$ cat src/sv/fbl_pkg.sv
package fbl_pkg;

  localparam int FLOW_W = 16;
  localparam int END_W = FLOW_W + 1;
  localparam int SUM_W = FLOW_W + 2;
  localparam int SEG_SLOTS = 4;
  localparam int SEG_W = 2;
  localparam int CNT_W = 3;
  localparam int ADDR_W = 5;
  localparam int DATA_W = 32;
  localparam int DIV_STAGES = 4;
  localparam int BITS_PER_STAGE = FLOW_W / DIV_STAGES;
  localparam logic [FLOW_W-1:0] RESET_SIZE0 = FLOW_W'(20);
  localparam logic [FLOW_W-1:0] INDEX_MAX = '1;

  typedef enum logic [2:0] {
    REG_SEG_COUNT,
    REG_START_SEG1,
    REG_START_SEG2,
    REG_START_SEG3,
    REG_SIZE_SEG0,
    REG_SIZE_SEG1,
    REG_SIZE_SEG2,
    REG_SIZE_SEG3
  } reg_index_t;

  typedef struct packed {
    logic [CNT_W-1:0] segment_count;
    logic [SEG_SLOTS-1:0][FLOW_W-1:0] start;
    logic [SEG_SLOTS-1:0][FLOW_W-1:0] size;
  } cfg_t;

  // one divider lane: partial remainder, unshifted dividend bits, quotient, divisor
  typedef struct packed {
    logic [FLOW_W-1:0] rem;
    logic [FLOW_W-1:0] dvd;
    logic [FLOW_W-1:0] quo;
    logic [FLOW_W-1:0] dsr;
  } lane_t;

  // lane 0 divides the flow offset, lanes 1..3 divide the spans of earlier segments
  typedef struct packed {
    lane_t [SEG_SLOTS-1:0] lane;
    logic [FLOW_W-1:0] flow;
    logic [FLOW_W-1:0] seg_start;
    logic [FLOW_W-1:0] seg_size;
    logic [SEG_SLOTS-1:1] count_en;
    logic [SEG_SLOTS-1:1] check_en;
    logic in_first;
    logic [FLOW_W-1:0] largest;
    logic invalid;
  } div_pipe_t;

  typedef struct packed {
    logic [FLOW_W-1:0] block_index;
    logic [FLOW_W-1:0] block_begin;
    logic [END_W-1:0] block_end;
    logic [FLOW_W-1:0] block_length;
    logic in_first_block;
    logic [FLOW_W-1:0] largest_block;
    logic table_invalid;
  } res_t;

  function automatic lane_t div_step(lane_t l);
    logic [FLOW_W:0] r;
    lane_t o;
    o = l;
    r = {l.rem, l.dvd[FLOW_W-1]};
    o.dvd = {l.dvd[FLOW_W-2:0], 1'b0};
    if (r >= {1'b0, l.dsr}) begin
      o.rem = FLOW_W'(r - {1'b0, l.dsr});
      o.quo = {l.quo[FLOW_W-2:0], 1'b1};
    end else begin
      o.rem = r[FLOW_W-1:0];
      o.quo = {l.quo[FLOW_W-2:0], 1'b0};
    end
    return o;
  endfunction

endpackage

$ cat src/sv/fbl_cfg.sv
module fbl_cfg (
  input  logic                        clk,
  input  logic                        rst,
  input  logic                        psel,
  input  logic                        penable,
  input  logic                        pwrite,
  input  logic [fbl_pkg::ADDR_W-1:0]  paddr,
  input  logic [fbl_pkg::DATA_W-1:0]  pwdata,
  output logic [fbl_pkg::DATA_W-1:0]  prdata,
  output fbl_pkg::cfg_t               cfg
);

  logic [fbl_pkg::CNT_W-1:0] segment_count;
  logic [fbl_pkg::SEG_SLOTS-1:1][fbl_pkg::FLOW_W-1:0] start_seg;
  logic [fbl_pkg::SEG_SLOTS-1:0][fbl_pkg::FLOW_W-1:0] size_seg;
  fbl_pkg::reg_index_t reg_sel;
  logic wr_en;

  assign reg_sel = fbl_pkg::reg_index_t'(paddr[fbl_pkg::ADDR_W-1:2]);
  assign wr_en = psel && penable && pwrite;

  always_ff @(posedge clk) begin
    if (rst) begin
      segment_count <= fbl_pkg::CNT_W'(1);
      start_seg <= '0;
      size_seg <= {{((fbl_pkg::SEG_SLOTS-1)*fbl_pkg::FLOW_W){1'b0}}, fbl_pkg::RESET_SIZE0};
    end else if (wr_en) begin
      case (reg_sel)
        fbl_pkg::REG_SEG_COUNT:  segment_count <= pwdata[fbl_pkg::CNT_W-1:0];
        fbl_pkg::REG_START_SEG1: start_seg[1] <= pwdata[fbl_pkg::FLOW_W-1:0];
        fbl_pkg::REG_START_SEG2: start_seg[2] <= pwdata[fbl_pkg::FLOW_W-1:0];
        fbl_pkg::REG_START_SEG3: start_seg[3] <= pwdata[fbl_pkg::FLOW_W-1:0];
        fbl_pkg::REG_SIZE_SEG0:  size_seg[0] <= pwdata[fbl_pkg::FLOW_W-1:0];
        fbl_pkg::REG_SIZE_SEG1:  size_seg[1] <= pwdata[fbl_pkg::FLOW_W-1:0];
        fbl_pkg::REG_SIZE_SEG2:  size_seg[2] <= pwdata[fbl_pkg::FLOW_W-1:0];
        fbl_pkg::REG_SIZE_SEG3:  size_seg[3] <= pwdata[fbl_pkg::FLOW_W-1:0];
        default: ;
      endcase
    end
  end

  always_comb begin
    case (reg_sel)
      fbl_pkg::REG_SEG_COUNT:  prdata = fbl_pkg::DATA_W'(segment_count);
      fbl_pkg::REG_START_SEG1: prdata = fbl_pkg::DATA_W'(start_seg[1]);
      fbl_pkg::REG_START_SEG2: prdata = fbl_pkg::DATA_W'(start_seg[2]);
      fbl_pkg::REG_START_SEG3: prdata = fbl_pkg::DATA_W'(start_seg[3]);
      fbl_pkg::REG_SIZE_SEG0:  prdata = fbl_pkg::DATA_W'(size_seg[0]);
      fbl_pkg::REG_SIZE_SEG1:  prdata = fbl_pkg::DATA_W'(size_seg[1]);
      fbl_pkg::REG_SIZE_SEG2:  prdata = fbl_pkg::DATA_W'(size_seg[2]);
      fbl_pkg::REG_SIZE_SEG3:  prdata = fbl_pkg::DATA_W'(size_seg[3]);
      default:                 prdata = '0;
    endcase
  end

  always_comb begin
    cfg.segment_count = segment_count;
    cfg.start = {start_seg, {fbl_pkg::FLOW_W{1'b0}}};
    cfg.size = size_seg;
  end

endmodule

$ cat src/sv/fbl_select.sv
module fbl_select (
  input  logic                       clk,
  input  logic                       rst,
  input  fbl_pkg::cfg_t              cfg,
  input  logic                       in_valid,
  input  logic [fbl_pkg::FLOW_W-1:0] flow,
  output logic                       in_ready,
  output logic                       out_valid,
  output fbl_pkg::div_pipe_t         out_data,
  input  logic                       out_ready
);

  fbl_pkg::div_pipe_t out_data_next;
  logic [fbl_pkg::CNT_W-1:0] used;
  logic [fbl_pkg::SEG_W-1:0] seg;
  logic [fbl_pkg::SEG_SLOTS-1:1] span_pos;

  assign in_ready = !out_valid || out_ready;

  always_comb begin
    used = cfg.segment_count;
    if (used == '0) used = fbl_pkg::CNT_W'(1);
    if (used > fbl_pkg::CNT_W'(fbl_pkg::SEG_SLOTS)) used = fbl_pkg::CNT_W'(fbl_pkg::SEG_SLOTS);

    // highest segment in use whose start is at or below the flow
    seg = '0;
    for (int i = 1; i < fbl_pkg::SEG_SLOTS; i++) begin
      if ((fbl_pkg::CNT_W'(i) < used) && (cfg.start[i] <= flow)) seg = fbl_pkg::SEG_W'(i);
    end

    out_data_next = '0;
    out_data_next.flow = flow;
    out_data_next.seg_start = cfg.start[seg];
    out_data_next.seg_size = cfg.size[seg];
    out_data_next.in_first = flow < cfg.size[0];
    out_data_next.lane[0].dvd = flow - cfg.start[seg];
    out_data_next.lane[0].dsr = cfg.size[seg];

    out_data_next.largest = fbl_pkg::FLOW_W'(1);
    out_data_next.invalid = 1'b0;
    for (int i = 0; i < fbl_pkg::SEG_SLOTS; i++) begin
      if (fbl_pkg::CNT_W'(i) < used) begin
        if (cfg.size[i] == '0) out_data_next.invalid = 1'b1;
        if (cfg.size[i] > out_data_next.largest) out_data_next.largest = cfg.size[i];
      end
    end

    for (int i = 1; i < fbl_pkg::SEG_SLOTS; i++) begin
      span_pos[i] = cfg.start[i] > cfg.start[i-1];
      out_data_next.lane[i].dvd = cfg.start[i] - cfg.start[i-1];
      out_data_next.lane[i].dsr = cfg.size[i-1];
      out_data_next.count_en[i] = (fbl_pkg::SEG_W'(i) <= seg) && span_pos[i]
                                  && (cfg.size[i-1] != '0);
      out_data_next.check_en[i] = (fbl_pkg::CNT_W'(i) < used) && span_pos[i]
                                  && (cfg.size[i-1] != '0);
      if ((fbl_pkg::CNT_W'(i) < used) && !span_pos[i]) out_data_next.invalid = 1'b1;
    end
  end

  always_ff @(posedge clk) begin
    if (rst) begin
      out_valid <= 1'b0;
    end else if (in_ready) begin
      out_valid <= in_valid;
    end
  end

  always_ff @(posedge clk) begin
    if (in_ready) begin
      out_data <= out_data_next;
    end
  end

endmodule

$ cat src/sv/fbl_div_stage.sv
module fbl_div_stage (
  input  logic               clk,
  input  logic               rst,
  input  logic               in_valid,
  input  fbl_pkg::div_pipe_t in_data,
  output logic               in_ready,
  output logic               out_valid,
  output fbl_pkg::div_pipe_t out_data,
  input  logic               out_ready
);

  fbl_pkg::div_pipe_t out_data_next;

  assign in_ready = !out_valid || out_ready;

  always_comb begin
    out_data_next = in_data;
    for (int l = 0; l < fbl_pkg::SEG_SLOTS; l++) begin
      for (int b = 0; b < fbl_pkg::BITS_PER_STAGE; b++) begin
        out_data_next.lane[l] = fbl_pkg::div_step(out_data_next.lane[l]);
      end
    end
  end

  always_ff @(posedge clk) begin
    if (rst) begin
      out_valid <= 1'b0;
    end else if (in_ready) begin
      out_valid <= in_valid;
    end
  end

  always_ff @(posedge clk) begin
    if (in_ready) begin
      out_data <= out_data_next;
    end
  end

endmodule

$ cat src/sv/fbl_finish.sv
module fbl_finish (
  input  logic               clk,
  input  logic               rst,
  input  logic               in_valid,
  input  fbl_pkg::div_pipe_t in_data,
  output logic               in_ready,
  output logic               out_valid,
  output fbl_pkg::res_t      out_data,
  input  logic               out_ready
);

  fbl_pkg::res_t out_data_next;
  logic [fbl_pkg::SUM_W-1:0] total;
  logic [fbl_pkg::FLOW_W-1:0] rep;
  logic size_nz;
  logic rem_bad;

  assign in_ready = !out_valid || out_ready;

  always_comb begin
    size_nz = in_data.seg_size != '0;
    rep = size_nz ? in_data.lane[0].quo : '0;
    total = fbl_pkg::SUM_W'(rep);
    rem_bad = 1'b0;
    for (int i = 1; i < fbl_pkg::SEG_SLOTS; i++) begin
      if (in_data.count_en[i]) total = total + fbl_pkg::SUM_W'(in_data.lane[i].quo);
      if (in_data.check_en[i] && (in_data.lane[i].rem != '0)) rem_bad = 1'b1;
    end

    out_data_next.block_index = (total > fbl_pkg::SUM_W'(fbl_pkg::INDEX_MAX))
                                ? fbl_pkg::INDEX_MAX : total[fbl_pkg::FLOW_W-1:0];
    // begin is flow minus remainder; seg_start if size is 0
    out_data_next.block_begin = size_nz ? (in_data.flow - in_data.lane[0].rem)
                                        : in_data.seg_start;
    out_data_next.block_end = fbl_pkg::END_W'(out_data_next.block_begin)
                              + fbl_pkg::END_W'(in_data.seg_size);
    out_data_next.block_length = in_data.seg_size;
    out_data_next.in_first_block = in_data.in_first;
    out_data_next.largest_block = in_data.largest;
    out_data_next.table_invalid = in_data.invalid || rem_bad;
  end

  always_ff @(posedge clk) begin
    if (rst) begin
      out_valid <= 1'b0;
    end else if (in_ready) begin
      out_valid <= in_valid;
    end
  end

  always_ff @(posedge clk) begin
    if (in_ready) begin
      out_data <= out_data_next;
    end
  end

endmodule

$ cat src/sv/flow_block_locator.sv
// Locates a flow number in a table of up to four segments, each cut into blocks of its
// own size, and returns the global block index, the block bounds and size, a first-block
// flag, the largest block size in use and a table check. One flow is taken every clock
// cycle unless the full pipeline stalls, and passes through one segment-select stage,
// four divider stages that each resolve four quotient bits for the flow offset and the
// three segment spans, and one summing stage that doubles as the output register.
// Stalls on the result side fill bubbles first, so input is taken while a bubble is
// left. Nothing needs clearing after reset. The segment table is to be written by the
// user over the register port only while no flow is in flight, unchecked by the block.
module flow_block_locator (
  input  logic        clk,
  input  logic        rst,
  input  logic        s_tvalid,
  output logic        s_tready,
  input  logic [15:0] s_tdata,   // flow
  output logic        m_tvalid,
  input  logic        m_tready,
  // block_index, block_begin, block_end, block_length, in_first_block,
  // largest_block, table_invalid, zero pad
  output logic [87:0] m_tdata,
  input  logic        psel,
  input  logic        penable,
  input  logic        pwrite,
  input  logic [4:0]  paddr,
  input  logic [31:0] pwdata,
  output logic [31:0] prdata,
  output logic        pready
);

  fbl_pkg::cfg_t cfg;
  fbl_pkg::div_pipe_t stage_data [fbl_pkg::DIV_STAGES+1];
  logic [fbl_pkg::DIV_STAGES:0] stage_valid;
  logic [fbl_pkg::DIV_STAGES:0] stage_ready;
  logic fin_ready;
  fbl_pkg::res_t res;

  assign pready = 1'b1;

  fbl_cfg u_cfg (
    .clk     (clk),
    .rst     (rst),
    .psel    (psel),
    .penable (penable),
    .pwrite  (pwrite),
    .paddr   (paddr),
    .pwdata  (pwdata),
    .prdata  (prdata),
    .cfg     (cfg)
  );

  fbl_select u_select (
    .clk       (clk),
    .rst       (rst),
    .cfg       (cfg),
    .in_valid  (s_tvalid),
    .flow      (s_tdata),
    .in_ready  (s_tready),
    .out_valid (stage_valid[0]),
    .out_data  (stage_data[0]),
    .out_ready (stage_ready[0])
  );

  for (genvar g = 0; g < fbl_pkg::DIV_STAGES; g++) begin : g_div
    fbl_div_stage u_div (
      .clk       (clk),
      .rst       (rst),
      .in_valid  (stage_valid[g]),
      .in_data   (stage_data[g]),
      .in_ready  (stage_ready[g]),
      .out_valid (stage_valid[g+1]),
      .out_data  (stage_data[g+1]),
      .out_ready (g == fbl_pkg::DIV_STAGES - 1 ? fin_ready : stage_ready[g+1])
    );
  end

  fbl_finish u_finish (
    .clk       (clk),
    .rst       (rst),
    .in_valid  (stage_valid[fbl_pkg::DIV_STAGES]),
    .in_data   (stage_data[fbl_pkg::DIV_STAGES]),
    .in_ready  (fin_ready),
    .out_valid (m_tvalid),
    .out_data  (res),
    .out_ready (m_tready)
  );

  assign stage_ready[fbl_pkg::DIV_STAGES] = fin_ready;

  assign m_tdata = {5'b0, res.table_invalid, res.largest_block, res.in_first_block,
                    res.block_length, res.block_end, res.block_begin, res.block_index};

  a_accept_enters : assert property (@(posedge clk) disable iff (rst)
    s_tvalid && s_tready |=> stage_valid[0])
    else $error("accepted transaction did not reach the select stage");

  a_end_matches : assert property (@(posedge clk) disable iff (rst)
    m_tvalid |-> res.block_end == (17'(res.block_begin) + 17'(res.block_length)))
    else $error("block end is not begin plus length");

  a_valid_size : assert property (@(posedge clk) disable iff (rst)
    m_tvalid && !res.table_invalid |-> res.block_length != '0)
    else $error("zero block length on a valid table");

  a_largest : assert property (@(posedge clk) disable iff (rst)
    m_tvalid |-> res.largest_block >= res.block_length && res.largest_block != '0)
    else $error("largest block below the block in use");

endmodule
$ cat config.mk
export PLATFORM = sky130hd
export DESIGN_NAME = flow_block_locator
export DESIGN_NICKNAME = d
export VERILOG_FILES = /design/src/sv/fbl_pkg.sv /design/src/sv/fbl_cfg.sv /design/src/sv/fbl_select.sv /design/src/sv/fbl_div_stage.sv /design/src/sv/fbl_finish.sv /design/src/sv/flow_block_locator.sv
export SDC_FILE = /design/constraint.sdc
export NUM_CORES = 2
export LEC_CHECK = 0
export ABC_AREA = 1
export BUFFER_PORTS_ARGS = -buffer_cell sky130_fd_sc_hd__buf_2
export CORE_MARGIN = 2
export CORE_UTILIZATION = 50
export CTS_BUF_LIST = sky130_fd_sc_hd__clkbuf_8 sky130_fd_sc_hd__clkbuf_16
export CTS_CLUSTER_SIZE = 24
export DETAILED_ROUTE_END_ITERATION = 7
export GPL_ROUTABILITY_DRIVEN = 0
export HOLD_SLACK_MARGIN = 0.06
export PLACE_DENSITY = 0.65
export RECOVER_POWER = 25
export SLEW_MARGIN = 20
export SYNTH_ARGS = -nofsm -noshare
export SYNTH_HDL_FRONTEND = slang
export SYNTH_SLANG_ARGS = --single-unit
$ cat constraint.sdc
create_clock -name clk -period 57.7 [get_ports clk]
set_clock_uncertainty 0.1 [all_clocks]
set_input_delay 2.885 -clock clk [delete_from_list [all_inputs] [get_ports clk]]
set_output_delay 2.885 -clock clk [all_outputs]
set_load 0.05 [all_outputs]
==> results.md <==
- Outcome: finished clean
- Most common cell after layout, fill and taps aside: sky130_fd_sc_hd__nand2_1
- Number of buffers inserted by hold repair at cts: 0
- TritonCTS Buffers: 148
- Instance count after placement with tap cells included: 17121
- Width of the die: 476 um
- Detailed-route vias per instance: 5.55
- # H-tree levels: 4
- Kind of critical path: reg -> reg
- Number of instances in the synthesized netlist: roughly 14000
- Clock tree buffer depth: 3
- Global-route usage over all layers: 0.280
- Top cell family by delay on the critical path: simple AND/OR/NAND/NOR gates
- Critical Path End Type: register
- DRT antenna net count: 0
- Area fraction in compound gates after synthesis: 0.135
- Worst-case hold slack: 0.302 ns
- Number of buffers added for setup after CTS: 0
- Quantity of I/O buffers inserted on ports: 142
- Net total in the final layout: approximately 16000
- Adder-cell share of the synthesized area: 0.148
- Synthesized flop and latch total: 1332
- Mean instance size in the synthesized netlist: 7.83 um^2
- Slew Limit Headroom: 0.186
- Post-cts sizing count: 0
- YS warnings: 0
- Max Slew Vio Count: 0
- Placement Rows: 173
- Core Box Area: 222000 um^2
- Share of cells above drive strength 1: 0.0492
- Commonest non-fill, non-tap cells in the layout: sky130_fd_sc_hd__nand2_1, sky130_fd_sc_hd__inv_1, sky130_fd_sc_hd__edfxtp_1
- Critical-path cell with the highest stage delay: sky130_fd_sc_hd__edfxtp_1
- Latest clock arrival within the worst-skew pair: 0.83 ns
- Routed wire length per instance: 18.6 um
- Setup repair after global routing missed its margin: no
- Post-synthesis xor/xnor area fraction: 0.0644
- Die Footprint: 226000 um^2
- Post-route clock period utilization: 0.182
- Layout-stage area growth over the synthesis result: 7.54%
- Fraction of post-synthesis cell area in the top cell type by area: 0.327
- Maximum single-stage delay on the critical path: roughly 0.61 ns
- Basic-gate share of the synthesized area counting and, or, nand and nor cells: 0.234
- Dominant combinational cell family by area after synthesis: simple AND/OR/NAND/NOR gates
- Area of combinational cells with multiple inputs: roughly 65000 um^2
- Largest area contributor in the synthesized netlist: sky130_fd_sc_hd__edfxtp_1
- Final Instance Count excl. Fillers: roughly 17000
- Cell area after technology mapping: about 110000 um^2
- Clock root buffer: sky130_fd_sc_hd__clkbuf_16
- I/O pin count: 183
- Router iterations before antenna repair: 8
- Class of the tightest hold or removal check: reg -> reg
- Ys flop type: sky130_fd_sc_hd__edfxtp_1
- Antenna violations before repair: 26
- Number of DRC violations after detailed-routing iteration 0: 8293
- Clock-pin slew of the registers on the worst-case setup and hold paths: 0.06 ns
- Sequential cell area in the final layout: 38800 um^2
- Proportion of register bits with asynchronous set or reset after synthesis: 0
- DR DRC count: 0
- Height of the chip: about 480 um
- Setup slack at placement: roughly 47 ns
- Number of violations of the max-capacitance limit: 0
- TritonCTS clock tree: done
- Worst-path maximum fanout: 20
- Worst path required time: 58.13 ns
- Top area cells in the synthesized netlist: sky130_fd_sc_hd__edfxtp_1, sky130_fd_sc_hd__ha_1, sky130_fd_sc_hd__nand2_1
- Maximum number of pins on one net before global-route repair: 170
- Fill cell count: about 21000
- DPL Wire Length: around 260000 um
- Hold violation total from the final report: 0
- Critical Path Start Type: register
- Effective utilization at floorplan: 0.502
- Cell occurring most often along the worst timing path: sky130_fd_sc_hd__nand2_1
- Worst-Margin Slew: 1.22 ns
- Multiplexer area fraction after synthesis: 0.000180
- Worst Slack Setup Final: 47.21 ns
- Wirelength, routed: 323000 um
- Proportion of synthesized chip area in sequential cells: 0.348
- Wire length of the first global-routing pass: ~500000 um
- Arrival time at the worst endpoint: 10.92 ns
- Total congestion overflow after global routing: 0
- Number of setup violations in the final report: 0
- Worst Path Buf+Inv: 5
- Number of enable-type register cells in the synthesized netlist: 1211
- Peak clock frequency supported by timing: 0.0953 GHz
- Post-layout minimum cycle time: 10.49 ns
- Count of vias placed by the detailed router: 96592
- Setup TNS: 0 ns
- Via count of the first global-routing pass: 88635
- Clock sink total: 1332
- Netlist cell types: 75
## cell usage after synthesis (68+ instances only)
| cell | instances |
|---|---|
| sky130_fd_sc_hd__a31oi_1 | 69 |
| sky130_fd_sc_hd__inv_1 | 1642 |
| sky130_fd_sc_hd__xnor2_1 | 350 |
| sky130_fd_sc_hd__ha_1 | 1205 |
| sky130_fd_sc_hd__nand4_1 | 159 |
| sky130_fd_sc_hd__nor3_1 | 108 |
| sky130_fd_sc_hd__nor2_1 | 737 |
| sky130_fd_sc_hd__edfxtp_1 | 1211 |
| sky130_fd_sc_hd__xor2_1 | 468 |
| sky130_fd_sc_hd__clkbuf_1 | 97 |
| sky130_fd_sc_hd__or2_2 | 68 |
| sky130_fd_sc_hd__a21oi_1 | 1148 |
| sky130_fd_sc_hd__fa_1 | 68 |
| sky130_fd_sc_hd__buf_2 | 74 |
| sky130_fd_sc_hd__dfxtp_1 | 121 |
| sky130_fd_sc_hd__nand3_1 | 857 |
| sky130_fd_sc_hd__o21ai_0 | 972 |
| sky130_fd_sc_hd__nand2_1 | 3909 |
## registers in the layout, summed over array words and instances, names as in the netlist
| name | count |
|---|---|
| u_finish.out_valid | 1 |
| g_div.u_div.out_data | 944 |
| u_finish.out_data | 83 |
| u_select.out_data | 184 |
| u_cfg.cfg | 112 |
| u_select.out_valid | 1 |
| u_cfg.segment_count | 3 |
| g_div.u_div.out_valid | 4 |
## final timing paths
check / startpoint / end / slack (ns) / cells after the start
hold reg to reg: u_select.out_data[19]$_DFFE_PP_ / g_div[0].u_div.out_data[19]$_DFFE_PP_ / 0.30 / 0
setup reg to reg: g_div[1].u_div.out_data[73]$_DFFE_PP_ / g_div[2].u_div.out_data[134]$_DFFE_PP_ / 47.21 / 46
setup / recovery: g_div[1].u_div.out_data[73]$_DFFE_PP_ / g_div[2].u_div.out_data[134]$_DFFE_PP_ / 47.21 / 46
hold / removal: u_select.out_data[19]$_DFFE_PP_ / g_div[0].u_div.out_data[19]$_DFFE_PP_ / 0.30 / 0
## per-layer routing
metal	track usage	part of all wire	up-vias
met5	0	0.00026	-
li1	-	-	48634
met3	0.0370	0.068	600
met1	0.382	0.44	44290
met2	0.447	0.44	3052
met4	0.115	0.044	16
## cell type report
cell class	instances	area share
timing repair buffer	173	0.00798
inverter	1671	0.0527
tap	2975	0.0311
antenna	13	0.000272
clock buffer	152	0.0317
sequential	1332	0.324
clock inverter	124	0.0104
multi-input combinational	10970	0.542
## worst register-to-register path, delay by kind of cell, from the launching register on
family / cells / cell delay, ns
AOI/OAI and AO/OA: 7 / 1.97
adders and majority gates: 4 / 1.47
buffers and inverters: 5 / 1.01
DFF: 1 / 0.61
and+or+nand+nor: 30 / 5.05
## kinds of logic (layout without fill, tap and decap cells)
logic type | count (synthesis) | count (layout)
fa+ha+maj | 1273 | 1273
flops | 1332 | 1332
mux | 2 | 2
xor+xnor | 818 | 818
buf+inv | 1932 | 2120
other cells | 2 | 35
simple gates | 6128 | 6128
compound gates | 2727 | 2727
## per-stage QoR
step	cell area [um^2]	util
CTS	120000	0.539
floorplan	111000	-
finish	120000	0.540
global placement	115000	0.517
detailed placement	115000	0.517
global route	120000	0.540
Power is left out: the tool's default activity adds up to more than one toggle a clock period on the data nets, which glitch-free logic cannot reach.
